==> config.mk <==
export PLATFORM = sky130hd
export DESIGN_NAME = led_ripple_sparkle_frame
export DESIGN_NICKNAME = d
export VERILOG_FILES = /design/src/lrsf_pkg.sv /design/src/lrsf_ram.sv /design/src/led_ripple_sparkle_frame.sv
export SDC_FILE = /design/constraint.sdc
export NUM_CORES = 1
export LEC_CHECK = 0
export BUFFER_PORTS_ARGS = -buffer_cell sky130_fd_sc_hd__buf_2
export CAP_MARGIN = 10
export CORE_MARGIN = 4
export CORE_UTILIZATION = 55
export DETAILED_ROUTE_END_ITERATION = 7
export GPL_ROUTABILITY_DRIVEN = 0
export PLACE_DENSITY_LB_ADDON = 0.2
export SYNTH_ARGS = -nofsm -noshare
export SYNTH_HDL_FRONTEND = slang
export SYNTH_SLANG_ARGS = --single-unit
==> constraint.sdc <==
create_clock -name clk -period 6.32 [get_ports clk]
set_input_delay 1.58 -clock clk [delete_from_list [all_inputs] [get_ports clk]]
set_output_delay 1.58 -clock clk [all_outputs]
set_load 0.01 [all_outputs]
==> src/lrsf_pkg.sv <==
package lrsf_pkg;

	localparam int RIPPLES    = 12;
	localparam int PTR_W      = $clog2(RIPPLES);
	localparam int CENTRE_W   = 12;
	localparam int MAX_PIXELS = 1024;
	localparam int IDX_W      = 10;
	localparam int CNT_CFG_W  = 11;

	typedef enum logic [1:0] {
		KIND_CLEAR = 2'd0,
		KIND_SET   = 2'd1,
		KIND_SHOW  = 2'd2
	} kind_t;

	typedef enum logic [2:0] {
		ST_IDLE,
		ST_CLEAR,
		ST_PLUS,
		ST_MINUS,
		ST_SHOW
	} state_t;

	// per-slot base colours, slots above 11 are black
	localparam logic [7:0] TAB_R [16] = '{8'd255, 8'd127, 8'd0, 8'd0, 8'd0, 8'd127, 8'd255,
		8'd127, 8'd0, 8'd0, 8'd0, 8'd127, 8'd0, 8'd0, 8'd0, 8'd0};
	localparam logic [7:0] TAB_G [16] = '{8'd0, 8'd127, 8'd255, 8'd127, 8'd0, 8'd0, 8'd0,
		8'd127, 8'd255, 8'd127, 8'd0, 8'd0, 8'd0, 8'd0, 8'd0, 8'd0};
	localparam logic [7:0] TAB_B [16] = '{8'd0, 8'd0, 8'd0, 8'd127, 8'd255, 8'd127, 8'd0,
		8'd0, 8'd0, 8'd127, 8'd255, 8'd127, 8'd0, 8'd0, 8'd0, 8'd0};

	// 255/c and 127/c, entry 0 unused
	localparam logic [7:0] Q255 [16] = '{8'd255, 8'd255, 8'd127, 8'd85, 8'd63, 8'd51, 8'd42,
		8'd36, 8'd31, 8'd28, 8'd25, 8'd23, 8'd21, 8'd19, 8'd18, 8'd17};
	localparam logic [7:0] Q127 [16] = '{8'd127, 8'd127, 8'd63, 8'd42, 8'd31, 8'd25, 8'd21,
		8'd18, 8'd15, 8'd14, 8'd12, 8'd11, 8'd10, 8'd9, 8'd9, 8'd8};

	function automatic logic [7:0] dim(input logic [7:0] lvl, input logic [3:0] c);
		logic [7:0] r;
		begin
			if (c == 4'd0)
				r = 8'd255;
			else if (lvl == 8'd255)
				r = Q255[c];
			else if (lvl == 8'd127)
				r = Q127[c];
			else
				r = 8'd0;
			return r;
		end
	endfunction

endpackage

==> src/lrsf_ram.sv <==
module lrsf_ram #(
	parameter int WIDTH = 8,
	parameter int DEPTH = 16
) (
	input  logic                     clk,
	input  logic                     wr_en,
	input  logic [$clog2(DEPTH)-1:0] wr_addr,
	input  logic [WIDTH-1:0]         wr_data,
	input  logic                     rd_en,
	input  logic [$clog2(DEPTH)-1:0] rd_addr,
	output logic [WIDTH-1:0]         rd_data
);

	logic [WIDTH-1:0] mem_q [DEPTH];

	always_ff @(posedge clk) begin
		if (wr_en)
			mem_q[wr_addr] <= wr_data;
		if (rd_en)
			rd_data <= mem_q[rd_addr];
	end

endmodule

==> src/led_ripple_sparkle_frame.sv <==
// Ripple sparkle frame generator. Every input beat is one frame tick carrying the centre of
// the newest ripple; it is stored in a ring of RIPPLES centres and the block then streams a
// clear beat, up to two set-pixel beats per ring slot (centre+count first, then centre-count,
// only those on the strip) and a show beat with tlast. After the tick is taken, the frame
// steps through ST_CLEAR, then ST_PLUS and ST_MINUS for every ring slot, whether or not its
// pixels are on the strip, then ST_SHOW, the ring RAM being read one slot ahead so the
// next centre is ready when the current slot is done. A full output register that is not
// drained holds the frame whenever a beat is due. A new tick can be taken from the cycle
// after the show beat has been loaded, not before. pixel_count is saturated to 1024.
module led_ripple_sparkle_frame
	import lrsf_pkg::*;
(
	input  logic        clk,
	input  logic        arst_n,
	input  logic        cfg_we,
	input  logic [10:0] cfg_wdata,       // pixel_count
	input  logic        s_axis_tvalid,
	output logic        s_axis_tready,
	input  logic [15:0] s_axis_tdata,    // [11:0] new_centre
	output logic        m_axis_tvalid,
	input  logic        m_axis_tready,
	output logic [39:0] m_axis_tdata,    // [9:0] pixel_index, [17:10] red, [25:18] green,
	                                     // [33:26] blue
	output logic [1:0]  m_axis_tuser,    // [1:0] kind
	output logic        m_axis_tlast
);

	state_t state_q, state_d;

	logic [CNT_CFG_W-1:0] pix_cnt_q;
	logic [PTR_W-1:0]     wp_q;
	logic [PTR_W-1:0]     slot_q;
	logic [PTR_W-1:0]     cnt_q;
	logic [RIPPLES-1:0]   vld_q;
	logic                 vld_s1;

	logic                 wr_en;
	logic                 rd_en;
	logic [PTR_W-1:0]     rd_addr;
	logic [CENTRE_W-1:0]  rd_data;

	logic                 out_free;
	logic                 ld;
	kind_t                ld_kind;
	logic [IDX_W-1:0]     ld_idx;
	logic                 ld_rgb;
	logic                 slot_adv;
	logic                 wp_adv;

	logic [CENTRE_W-1:0]  centre;
	logic [CENTRE_W:0]    p_plus;
	logic [CENTRE_W:0]    p_minus;
	logic [CNT_CFG_W-1:0] len;
	logic                 ok_plus;
	logic                 ok_minus;
	logic [7:0]           red, green, blue;

	logic [IDX_W-1:0]     idx_q;
	logic [7:0]           red_q, green_q, blue_q;
	kind_t                kind_q;
	logic                 last_q;
	logic                 out_vld_q;

	lrsf_ram #(.WIDTH(CENTRE_W), .DEPTH(RIPPLES)) u_ring (
		.clk     (clk),
		.wr_en   (wr_en),
		.wr_addr (wp_q),
		.wr_data (s_axis_tdata[CENTRE_W-1:0]),
		.rd_en   (rd_en),
		.rd_addr (rd_addr),
		.rd_data (rd_data)
	);

	// entries never written read as zero
	assign centre  = vld_s1 ? rd_data : '0;
	assign p_plus  = {centre[CENTRE_W-1], centre} + {{(CENTRE_W+1-PTR_W){1'b0}}, cnt_q};
	assign p_minus = {centre[CENTRE_W-1], centre} - {{(CENTRE_W+1-PTR_W){1'b0}}, cnt_q};
	assign len     = (pix_cnt_q > CNT_CFG_W'(MAX_PIXELS)) ? CNT_CFG_W'(MAX_PIXELS) : pix_cnt_q;
	assign ok_plus  = !p_plus[CENTRE_W] && ({1'b0, len} > p_plus[CENTRE_W-1:0]);
	assign ok_minus = !p_minus[CENTRE_W] && ({1'b0, len} > p_minus[CENTRE_W-1:0]);

	assign red   = dim(TAB_R[slot_q], cnt_q);
	assign green = dim(TAB_G[slot_q], cnt_q);
	assign blue  = dim(TAB_B[slot_q], cnt_q);

	assign out_free      = !out_vld_q || m_axis_tready;
	assign s_axis_tready = (state_q == ST_IDLE);

	always_comb begin
		state_d  = state_q;
		wr_en    = 1'b0;
		rd_en    = 1'b0;
		rd_addr  = '0;
		ld       = 1'b0;
		ld_kind  = KIND_CLEAR;
		ld_idx   = '0;
		ld_rgb   = 1'b0;
		slot_adv = 1'b0;
		wp_adv   = 1'b0;
		unique case (state_q)
			ST_IDLE: begin
				if (s_axis_tvalid) begin
					wr_en   = 1'b1;
					state_d = ST_CLEAR;
				end
			end
			ST_CLEAR: begin
				if (out_free) begin
					ld      = 1'b1;
					rd_en   = 1'b1;
					state_d = ST_PLUS;
				end
			end
			ST_PLUS: begin
				if (!ok_plus) begin
					state_d = ST_MINUS;
				end else if (out_free) begin
					ld      = 1'b1;
					ld_kind = KIND_SET;
					ld_idx  = p_plus[IDX_W-1:0];
					ld_rgb  = 1'b1;
					state_d = ST_MINUS;
				end
			end
			ST_MINUS: begin
				if (!ok_minus || out_free) begin
					ld      = ok_minus;
					ld_kind = KIND_SET;
					ld_idx  = p_minus[IDX_W-1:0];
					ld_rgb  = 1'b1;
					if (slot_q == PTR_W'(RIPPLES - 1)) begin
						state_d = ST_SHOW;
					end else begin
						// fetch the next slot's centre while leaving this one
						rd_en    = 1'b1;
						rd_addr  = slot_q + 1'b1;
						slot_adv = 1'b1;
						state_d  = ST_PLUS;
					end
				end
			end
			ST_SHOW: begin
				if (out_free) begin
					ld      = 1'b1;
					ld_kind = KIND_SHOW;
					wp_adv  = 1'b1;
					state_d = ST_IDLE;
				end
			end
			default: state_d = ST_IDLE;
		endcase
	end

	always_ff @(posedge clk or negedge arst_n) begin
		if (!arst_n) begin
			state_q   <= ST_IDLE;
			pix_cnt_q <= CNT_CFG_W'(60);
			wp_q      <= '0;
			slot_q    <= '0;
			cnt_q     <= '0;
			vld_q     <= '0;
			vld_s1    <= 1'b0;
			out_vld_q <= 1'b0;
			kind_q    <= KIND_CLEAR;
			last_q    <= 1'b0;
		end else begin
			state_q <= state_d;
			if (cfg_we)
				pix_cnt_q <= cfg_wdata;
			if (wr_en) begin
				vld_q[wp_q] <= 1'b1;
				slot_q      <= '0;
				cnt_q       <= wp_q;
			end
			if (slot_adv) begin
				slot_q <= slot_q + 1'b1;
				cnt_q  <= (cnt_q == PTR_W'(RIPPLES - 1)) ? '0 : cnt_q + 1'b1;
			end
			if (wp_adv)
				wp_q <= (wp_q == PTR_W'(RIPPLES - 1)) ? '0 : wp_q + 1'b1;
			if (rd_en)
				vld_s1 <= vld_q[rd_addr];
			if (ld) begin
				out_vld_q <= 1'b1;
				kind_q    <= ld_kind;
				last_q    <= (ld_kind == KIND_SHOW);
			end else if (m_axis_tready) begin
				out_vld_q <= 1'b0;
			end
		end
	end

	always_ff @(posedge clk) begin
		if (ld) begin
			idx_q   <= ld_idx;
			red_q   <= ld_rgb ? red : 8'd0;
			green_q <= ld_rgb ? green : 8'd0;
			blue_q  <= ld_rgb ? blue : 8'd0;
		end
	end

	assign m_axis_tvalid = out_vld_q;
	assign m_axis_tdata  = {6'd0, blue_q, green_q, red_q, idx_q};
	assign m_axis_tuser  = kind_q;
	assign m_axis_tlast  = last_q;

endmodule

**After elaboration in Yosys (flattened, before gate mapping)**

Memory sizes are Yosys's and may differ from the RTL's. A register that Yosys moved wholly into a read port is not among the register bits.
Index checks and enable logic that the tools add are counted.
Widths: inputs -> output; s select.

- Input port bits: 32
- Memories: 6
- Flip-flop bits (word level): 77
- Logic and storage cells: 138
- Memory bits (read-only): 640
- Output and inout port bits: 45
- Bits in writable memories: 144

Memories:

| name | depth | width | rd ports | clocked after Yosys merged registers in | wr ports | RTL line | source |
|---|---|---|---|---|---|---|---|
| u_ring.mem_q | 12 | 12 | 1 | 1 | 1 | lrsf_ram.sv:14 | `logic [WIDTH-1:0] mem_q [DEPTH];` |
| (no name shown) | 16 | 8 | 1 | 0 | 0 | lrsf_pkg.sv:46 | `r = Q127[c];` |
| (no name shown) | 16 | 8 | 1 | 0 | 0 | lrsf_pkg.sv:44 | `r = Q255[c];` |
| (no name shown) | 16 | 8 | 1 | 0 | 0 | led_ripple_sparkle_frame.sv:84 | `assign blue = dim(TAB_B[slot_q], cnt_q);` |
| (no name shown) | 16 | 8 | 1 | 0 | 0 | led_ripple_sparkle_frame.sv:83 | `assign green = dim(TAB_G[slot_q], cnt_q);` |
| (no name shown) | 16 | 8 | 1 | 0 | 0 | led_ripple_sparkle_frame.sv:82 | `assign red = dim(TAB_R[slot_q], cnt_q);` |

- Reduce and logical (&&, ||, !) cells: 15
- $lt $le $gt $ge: 8
- Eq/ne operators: 19
- $add $sub $neg: 5
- Muxes and demuxes: 68
- Bitwise logic cells: 3

Operator list:

| kind | number |
|---|---|
| $mux 8 | 19 |
| $mux 4 | 9 |
| $mux 10 | 3 |
| $eq 8x7->1 const B | 3 |
| $eq 8x8->1 const B | 3 |
| $gt 11x12->1 | 2 |
| $mux 3 | 7 |
| $pmux 10 s2 | 1 |
| $mux 1 | 19 |
| $pmux 3 s5 | 1 |
| $add 12x5->13 | 1 |
| $sub 12x5->13 | 1 |
| $add 4x1->4 const B | 3 |
| $eq 4x4->1 const B | 3 |
| $mux 12 | 1 |
| $or 12x12->12 | 1 |
| $gt 11x11->1 const B | 1 |
| $mux 11 | 1 |
| $ge 5x5->1 const B | 2 |
| $lt 4x5->1 const B | 2 |
| $not 4->5 | 2 |
| $ne 2x2->1 const B | 4 |
| $eq 3x2->1 const B | 2 |
| $pmux 2 s3 | 1 |
| 18 further kinds | 26 |

**Longest topological paths before layout**

Gate-level depths: netlist of run 1.

- Depth in word-level cells: 10
- Depth in mapped cells: 24
- Mapped depth without buffers: 19

**Hierarchy**

A second synthesis of run 1 with hierarchy kept.

- Cell total of the unflattened synthesis: 847
- Area, all modules: 11,304.6 sq um

By module, submodules not included:

| module | cells an instance | sequential area each (sq um) | instances | area an instance (sq um) |
|---|---|---|---|---|
| lrsf_ram | 262 | 4,684.5 | 1 | 5,843.1 |
| led_ripple_sparkle_frame | 585 | 2,102.0 | 1 | 5,461.5 |

**Least setup slack after synthesis of run 1**

No wires, ideal clock.

- Path type: register to register
- Start: register vld_s1
- End: register blue_q[0] (enable)
- Slack: 1.102 ns
- Stages on the path, launching flop included: 19
- Data required time: 5.913 ns
- Path buffers: 3
- Period minus slack after synthesis: 5.218 ns
- Arrival time: 4.811 ns
- Setup time: 0.407 ns
- Cells stage by stage: dfrtp_1 buf_2 clkbuf_1 clkbuf_1 nand2_1 ha_1 inv_1 ha_1 a21oi_1 a2111oi_4 nor2_1 and3_1 o21a_1 ha_1 nand2_1 or4_1 o2111ai_1 or4_4 a41oi_2

- Word-level cells in the longest chain between the ends: 8
- Elaborated cells between the ends (all ways): 14
- Classes of those cells: add/sub: 2; order compare: 2; mux: 4; reduce/logical: 6

RTL lines:

| item | RTL line | source |
|---|---|---|
| start, declared | led_ripple_sparkle_frame.sv:35 | `logic vld_s1;` |
| start signal, assigned | led_ripple_sparkle_frame.sv:182 | `vld_s1 <= vld_q[rd_addr];` |
| $mux 12 (*) | led_ripple_sparkle_frame.sv:75 | `assign centre = vld_s1 ? rd_data : '0;` |
| $sub 12x5->13 | led_ripple_sparkle_frame.sv:77 | `assign p_minus = {centre[CENTRE_W-1], centre} - {{(CENTRE_W+1-PTR_W){1'b0}}, cnt_q};` |
| $gt 11x12->1 / $logic_not 1->1 (equally long branches) | led_ripple_sparkle_frame.sv:80 | `assign ok_minus = !p_minus[CENTRE_W] && ({1'b0, len} > p_minus[CENTRE_W-1:0]);` |
| $logic_and 1x1->1 | led_ripple_sparkle_frame.sv:80 |  |
| $logic_not 1->1 | led_ripple_sparkle_frame.sv:126 | `if (!ok_minus \|\| out_free) begin` |
| $logic_or 1x1->1 | led_ripple_sparkle_frame.sv:126 |  |
| $mux 1 | led_ripple_sparkle_frame.sv:126 |  |
| $pmux 1 s3 (*) | led_ripple_sparkle_frame.sv:100 | `unique case (state_q)` |
| named net ld | led_ripple_sparkle_frame.sv:43 | `logic ld;` |
| end signal, assigned | led_ripple_sparkle_frame.sv:198 | `blue_q <= ld_rgb ? blue : 8'd0;` |
| end, declared | led_ripple_sparkle_frame.sv:59 | `logic [7:0] red_q, green_q, blue_q;` |

Mark *: on every way through the listed nets, which the timed path passes. The rest lies on a longest branch.
A chain may end at the register's enable or synchronous reset.

**Final worst setup path of run 1**

- Start: register cnt_q[3]
- End: register u_ring.rd_data[6], read port of u_ring.mem_q (data pin)

- Word-level cells in the longest chain between the ends: 7
- Elaborated cells between the ends (all ways): 10
- Classes of those cells: add/sub: 1; order compare: 1; mux: 4; reduce/logical: 4

RTL lines:

| item | RTL line | source |
|---|---|---|
| start, declared | led_ripple_sparkle_frame.sv:33 | `logic [PTR_W-1:0] cnt_q;` |
| start signal, assigned | led_ripple_sparkle_frame.sv:173 | `cnt_q <= wp_q;` |
| start signal, assigned | led_ripple_sparkle_frame.sv:177 | `cnt_q <= (cnt_q == PTR_W'(RIPPLES - 1)) ? '0 : cnt_q + 1'b1;` |
| $sub 12x5->13 (*) | led_ripple_sparkle_frame.sv:77 |  |
| $gt 11x12->1 / $logic_not 1->1 (equally long branches) | led_ripple_sparkle_frame.sv:80 |  |
| $logic_and 1x1->1 (*) | led_ripple_sparkle_frame.sv:80 |  |
| $logic_not 1->1 (*) | led_ripple_sparkle_frame.sv:126 |  |
| $logic_or 1x1->1 (*) | led_ripple_sparkle_frame.sv:126 |  |
| $mux 1 / $mux 4 (equally long branches) | led_ripple_sparkle_frame.sv:126 |  |
| $pmux 1 s2 / $mux 4 (equally long branches) | led_ripple_sparkle_frame.sv:100 |  |
| end, declared | lrsf_ram.sv:11 | `output logic [WIDTH-1:0] rd_data` |

Every way passes the cells marked *; elsewhere a longest branch is shown, timed or not.

==> results of run 1 <==
critical path, cell delays in order, from the launching register on:
cell and delay [ns]:
dfrtp_1 0.69, inv_1 0.24, ha_1 0.51, inv_1 0.13
a2111oi_4 0.29, nor2_1 0.14, and3_1 0.19, o21a_1 0.19
ha_1 0.19, a211oi_1 0.29, nand2_1 0.09, nor3_1 0.42
or3_1 0.24, o21a_1 0.62, buf_4 0.31, a21oi_1 0.08
o21ai_0 0.27
state kept, by name, indices dropped and copies added (netlist names), 3 cells and up:
name	flops
red_q	8
slot_q	4
wp_q	4
idx_q	10
u_ring.mem_q	144
u_ring.rd_data	12
green_q	8
state_q	3
pix_cnt_q	11
blue_q	8
vld_q	12
cnt_q	4
synthesized netlist by cell type, drive strengths merged, types with 3 or more instances:
cell	instances
or3	3
nand4	7
xor2	5
and3	8
edfxtp	190
ha	45
a211oi	9
o22ai	15
a21oi	75
nor2	70
o2111ai	14
dfrtp	39
nor3	12
a221oi	3
a31oi	6
nand2b	13
nor2b	39
mux2i	24
dfstp	4
buf	19
nor4	14
or2	16
mux4	13
mux2	15
xnor2	10
a21o	3
nand2	65
and2	13
o21ai	45
a2111oi	13
nand3	20
o211ai	7
inv	28
clkbuf	45
per-stage QoR:
step	util [%]	hold WS (ns)	cells
final	62.4	0.466	1277
after global routing	62.4	0.479	1277
after CTS	62.4	0.466	1277
after detailed placement	58.7	0.452	1232
after global placement	58.7	0.447	1232
after floorplan	-	0.430	948
power by group:
group / internal [mW] / switching [mW]
sequential: 2.04 / 0.210
combinational: 1.15 / 1.98
clock: 0.779 / 0.581
total: 3.97 / 2.77
final timing paths:
path                                               end  depth (start not counted)
max reg2reg                u_ring.rd_data[6]$_DFFE_PP_                         16
min                               vld_q[7]$_DFFE_PN0P_                          1
min reg2reg                       vld_q[7]$_DFFE_PN0P_                          1
max in group asynchronous        slot_q[0]$_DFFE_PN0P_                          1
max                        u_ring.rd_data[6]$_DFFE_PP_                         16
min in group asynchronous     pix_cnt_q[6]$_DFFE_PN0P_                          1
logic make-up after synthesis:
logic type               Yosys count  share of synthesized area (%)
AND/OR/NAND/NOR                  289                           12.8
flip-flops                       233                           59.4
AO/OA/AOI/OAI                    216                           12.2
buffers and inverters             92                           3.44
multiplexers                      52                           6.14
adder cells (fa/ha/maj)           45                           4.93
XOR/XNOR                          15                           1.15
other                              1                         0.0328
metal layers:
layer | up-vias | share of wire [%] | wire (um) | track usage, %
li1 | 3629 | - | - | -
met1 | 3621 | 45 | 10900 | 29.4
met2 | 218 | 47 | 11500 | 33.7
met3 | 51 | 4.8 | 1170 | 2.93
met4 | 0 | 2.8 | 672 | 6.04
met5 | - | 0 | 0 | 0
final cells by class:
cell class              count  area, um^2
clock buffers              28         647
clock inverters            17         125
fillers                  1601        7650
inverters                  28         105
multi-input cells         623        4290
flip-flops and latches    233        6790
well taps                 270         338
repair buffers             78         420
cells in the final DEF, fill, tap and decap left out, drive strengths merged, types with 4 or more instances in the layout:
cell / synthesis / layout
a2111oi: 13 / 13
a211oi: 9 / 9
a21oi: 75 / 75
a31oi: 6 / 6
and2: 13 / 13
and3: 8 / 8
buf: 19 / 78
clkbuf: 45 / 28
clkinv: 0 / 14
conb: 1 / 6
dfrtp: 39 / 39
dfstp: 4 / 4
edfxtp: 190 / 190
ha: 45 / 45
inv: 28 / 29
mux2: 15 / 15
mux2i: 24 / 24
mux4: 13 / 13
nand2: 65 / 65
nand2b: 13 / 13
nand3: 20 / 20
nand4: 7 / 7
nor2: 70 / 70
nor2b: 39 / 39
nor3: 12 / 12
nor4: 14 / 14
o2111ai: 14 / 14
o211ai: 7 / 7
o21ai: 45 / 45
o22ai: 15 / 15
or2: 16 / 16
xnor2: 10 / 10
xor2: 5 / 5
==> results.md, run 1 <==
- CP Capture Type: flip-flop
- R2R setup slack: 1.23 ns
- Avg Vias per Cell: 5.89
- Number of global-route vias before repair: 7219
- Crit Path Class: flip-flop to flip-flop
- Post-synth top area cell: edfxtp_1
- Async set-or-reset flop fraction in the synthesized netlist: 18.5%
- CTS resizes: 0
- Clock Tree Buf Depth: 3
- Starting Density: 56.1%
- Number of I/O port buffers: 66
- Largest net degree at the start of global routing: 60
- Status: completed
- RSZ-0062 raised after global routing: no
- Worst Hold Class: flip-flop to flip-flop
- Residual overflow from global routing: 0
- Site Rows: 52
- Ys Warns: 0
- Hpwl dp: 15600 um
- Pwr dens: 530 nW/um^2
- Post-synth EDFFs: 190
- Finished Cell Area: 12700 um^2
- Ports: 77
- Clk Latency, worst-skew pair: 0.54 ns
- TritonCTS Buffers: 25
- Post-Syn Instances: 943
- Final hold vios: 0
- Clk root buf: clkbuf_16
- Sequential share of the synthesized area: 59.4%
- Largest fanout on the critical path: 16
- Crit path from: cnt_q[3]$_DFFE_PN0P_
- Routed len/inst: 19.0 um
- Clock-pin slew on the worst setup and hold paths: 0.06 ns
- Mapped Area: 11400 um^2
- Overall Power: 6.75 mW
- First-pass GRT wire length: 39000 um
- CTS tree: yes
- Via count: 7519
- Reg-to-reg startpoint: cnt_q[3]$_DFFE_PN0P_
- Die boundary height: 152 um
- ANT cells: 0
- Post-Route WL: 24300 um
- Ranking of synthesized cells by area: edfxtp_1, dfrtp_1, ha_1
- Clk sinks: 233
- Critical Path RT: 6.64 ns
- Avg Inst Size Synth: 12.1 um^2
- CTS H-tree depth: 1
- DR iter-0 viols: 723
- Setup total negative slack: 0 ns
- Number of antenna violations at the first check in global routing: 0
- Max Slew Vio Count: 0
- Worst Setup Slack, final: 1.23 ns
- Startpoint types: flip-flop
- Synth cell types: 70
- Measured slew at the worst slew-check pin: 1.03 ns
- Crit path DAT: 5.41 ns
- Drt first pass iters: 5
- Max Cap Violations: 0
- Clock Skews: 0.0149 ns
- Final Cycle Share: 80.5%
- Crit path time final: 5.09 ns
- Final setup fails: 0
- Chip Width: 152 um
- Max_slew headroom: 31.6%
- Nets@finish: 1066
- Area Overhead vs Synth: 11.2%
- Launch point of the worst hold path: vld_q[7]$_DFFE_PN0P_
- Hold_buf cts: 0
- Layout cell share with drive strength beyond 1: 17.1%
- Routed Antenna Nets: 0
- Core area: 20400 um^2
- FF+latch count, synth: 233
- Post-synth top area share: 49.9%
- GR Util All Layers: 20.7%
- Post CTS Setup Buffer Count: 0
- Drt drc: 0
- Predominant post-synthesis flop cell: edfxtp_1
- Place WS: 1.31 ns
- Max frequency: 197 MHz
- VDD IR-drop max: 0.000269 V
- Placement Cell Area: 11900 um^2
- Die ar.: 23200 um^2
- Leak: 4.71 nW
(Power assumes the default switching activity.)
==> inputs of run 2 (changes only) <==
Clock period 6.32 ns to 4.7 ns, I/O delays scaled along.
==> run 2 against run 1 <==
  * Sequential power is 32% higher
  * Combinational power is 40% higher
  * Register-to-register slack worse by 0.85 ns
  * Via count is 0.88% higher
  * Power is 39% higher
  * Flip-flop and latch count stayed put
  * Clock skew is 0.0042 ns lower
  * Utilization is 0.81 points higher
  * Hold slack hardly changed
  * Final area is 1.3% higher
  * Critical path type unchanged
  * Critical endpoint is now green_q[5]$_SDFFCE_PN0P_
  * Highest routed layer unchanged
==> results.md, run 2 (synthesized netlist as in run 1, its figures left out) <==
- Crit path DAT: 4.54 ns (was 5.41 ns)
- DR iter-0 viols: 637 (was 723)
- Chip Width: 152 um (unchanged)
- Pwr dens: 728 nW/um^2 (was 530 nW/um^2)
- Die boundary height: 152 um (unchanged)
- Number of I/O port buffers: 66 (unchanged)
- Critical Path RT: 4.92 ns (was 6.64 ns)
- Max Cap Violations: 0 (unchanged)
- Clk Latency, worst-skew pair: 0.53 ns (was 0.54 ns)
- Routed Antenna Nets: 0 (unchanged)
- Worst Hold Class: flip-flop to flip-flop (unchanged)
- ANT cells: 0 (unchanged)
- CTS tree: yes (unchanged)
- Hpwl dp: 15700 um (was 15600 um)
- Post CTS Setup Buffer Count: 0 (unchanged)
- TritonCTS Buffers: 25 (unchanged)
- Final setup fails: 0 (unchanged)
- Startpoint types: flip-flop (unchanged)
- Largest fanout on the critical path: 37 (was 16)
- Reg area: 6790 um^2 (unchanged)
- CTS H-tree depth: 1 (unchanged)
- Reg-to-reg startpoint: vld_s1$_DFFE_PN0P_ (was cnt_q[3]$_DFFE_PN0P_)
- Routed len/inst: 19.0 um (about the same)
- Commonest non-fill, non-tap cell in the layout: edfxtp_1 (unchanged)
- Launch point of the worst hold path: vld_q[5]$_DFFE_PN0P_ (was vld_q[7]$_DFFE_PN0P_)
- Final hold vios: 0 (unchanged)
- R2R depth: 19 (was 16)
- VDD IR-drop max: 0.000388 V (was 0.000269 V)
- Post-Route WL: 24400 um (was 24300 um)
- Residual overflow from global routing: 0 (unchanged)
- Via count: 7585 (was 7519)
- CP Capture Type: flip-flop (unchanged)
- Commonest non-fill, non-tap cells in the layout: edfxtp_1, a21oi_1, nor2_1 (unchanged)
- Number of global-route vias before repair: 7109 (was 7219)
- Leak: 4.78 nW (was 4.71 nW)
- Number of antenna violations at the first check in global routing: 0 (unchanged)
- Max Slew Vio Count: 0 (unchanged)
- Site Rows: 52 (unchanged)
- Layout cell share with drive strength beyond 1: 17.8% (was 17.1%)
- Final Cycle Share: 91.9% (was 80.5%)
- Drt first pass iters: 5 (unchanged)
- Drt drc: 0 (unchanged)
- Die ar.: 23200 um^2 (unchanged)
- Clock Tree Buf Depth: 3 (unchanged)
- Starting Density: 56.1% (unchanged)
- Crit Path Class: flip-flop to flip-flop (unchanged)
- Placement Cell Area: 12000 um^2 (was 11900 um^2)
- Finished Cell Area: 12900 um^2 (was 12700 um^2)
- Fillcell total: 1582 (was 1601)
- Largest registers: u_ring.mem_q (144), u_ring.rd_data (12), vld_q (12) (unchanged)
- Setup total negative slack: 0 ns (unchanged)
- Largest net degree at the start of global routing: 55 (was 60)
- GR Util All Layers: 20.5% (was 20.7%)
- Measured slew at the worst slew-check pin: 1.01 ns (was 1.03 ns)
- Clock-pin slew on the worst setup and hold paths: 0.06 ns (about the same)
- Max frequency: 231 MHz (was 197 MHz)
- Hold Crit Endpoint: vld_q[5]$_DFFE_PN0P_ (was vld_q[7]$_DFFE_PN0P_)
- Largest Register: u_ring.mem_q (unchanged)
- Ports: 77 (unchanged)
- Clk root buf: clkbuf_16 (unchanged)
- First-pass GRT wire length: 38400 um (was 39000 um)
- Max_slew headroom: 32.5% (was 31.6%)
- Hold depth: 1 (unchanged)
- Avg Vias per Cell: 5.91 (was 5.89)
- RSZ-0062 raised after global routing: no (unchanged)
- Clk sinks: 233 (unchanged)
- Area Overhead vs Synth: 12.7% (was 11.2%)
- Multi-input combinational cell area: 4300 um^2 (was 4290 um^2)
- Crit path time final: 4.32 ns (was 5.09 ns)
- Clock Skews: 0.0107 ns (was 0.0149 ns)
- R2r endpoint: green_q[5]$_SDFFCE_PN0P_ (was u_ring.rd_data[6]$_DFFE_PP_)
- Status: completed (unchanged)
- R2R setup slack: 0.38 ns (was 1.23 ns)
- Nets@finish: 1072 (was 1066)
- Largest register FFs: 144 (unchanged)
- Core area: 20400 um^2 (unchanged)
run 2: cell count changes in the layout (fill, tap and decap cells not counted), moves of 2 or more:
cell | previous run | this run
clkbuf_1 | 2 | 8
clkbuf_8 | 1 | 3
buf_4 | 12 | 16
clkinv_4 | 2 | 0
clkinv_1 | 8 | 2
bufinv_16 | 1 | 4
buf_12 | 0 | 2
clkinv_2 | 4 | 2
run 2: worst max path at each step:
stage                                           start                           to  depth (start not counted)
after floorplan                    vld_s1$_DFFE_PN0P_      blue_q[0]$_SDFFCE_PN0P_                         18
after global placement    u_ring.rd_data[1]$_DFFE_PP_  u_ring.rd_data[2]$_DFFE_PP_                         18
after detailed placement           vld_s1$_DFFE_PN0P_       red_q[7]$_SDFFCE_PN0P_                         19
final                              vld_s1$_DFFE_PN0P_     green_q[5]$_SDFFCE_PN0P_                         19
after CTS                          vld_s1$_DFFE_PN0P_     green_q[5]$_SDFFCE_PN0P_                         19
after global routing               vld_s1$_DFFE_PN0P_  u_ring.rd_data[0]$_DFFE_PP_                         17
run 2: power by group:
part           switching, mW  internal (mW)  leakage, nW
clock                  0.786           1.25        0.417
combinational           2.74           1.63         2.10
sequential             0.232           2.74         2.27
run 2: layout make-up:
class / instances / share of cell area [%]
repair buffers: 84 / 3.81
flip-flops and latches: 233 / 52.7
well taps: 270 / 2.62
clock inverters: 10 / 1.28
clock buffers: 36 / 5.41
inverters: 28 / 0.816
multi-input cells: 623 / 33.4
run 2: critical path, cell delays in order (launching register included):
cell and delay, ns:
dfrtp_1 0.42, nand2_1 0.13, inv_1 0.05, ha_1 0.23
ha_1 0.25, a221oi_1 0.24, a21oi_1 0.08, a21oi_1 0.40
nor3b_2 0.12, nand3_1 0.11, xnor2_1 0.12, nand2_1 0.07
ha_1 0.33, nand4_1 0.14, nor2_1 0.11, o21ai_0 0.10
a311oi_1 0.36, o21ai_1 0.26, a41oi_4 0.22, buf_12 0.24
run 2: what timing repair did:
item / in CTS / in global routing
resized for setup: 0 / 1
setup endpoints to repair: 0 / 34
hold buffers: 0 / 0
run 2: through the flow:
step	setup WS [ns]	cells	hold slack, ns	util [%]	total power, mW
2_1_floorplan	0.0722	948	0.430	-	6.11
3_3_place_gp	0.455	1238	0.445	59.0	7.27
3_5_place_dp	0.442	1238	0.450	59.0	7.35
4_1_cts	0.397	1284	0.463	63.2	9.42
5_1_grt	0.0720	1284	0.479	63.3	10.0
6_report	0.379	1284	0.465	63.3	9.38
run 2: per-layer routing:
layer | wire [um] | GRT usage (%) | vias up
met4 | 760 | 5.78 | 0
met5 | 0 | 0 | -
met1 | 10200 | 26.7 | 3653
met2 | 12100 | 36.0 | 242
li1 | - | - | 3635
met3 | 1360 | 3.01 | 55
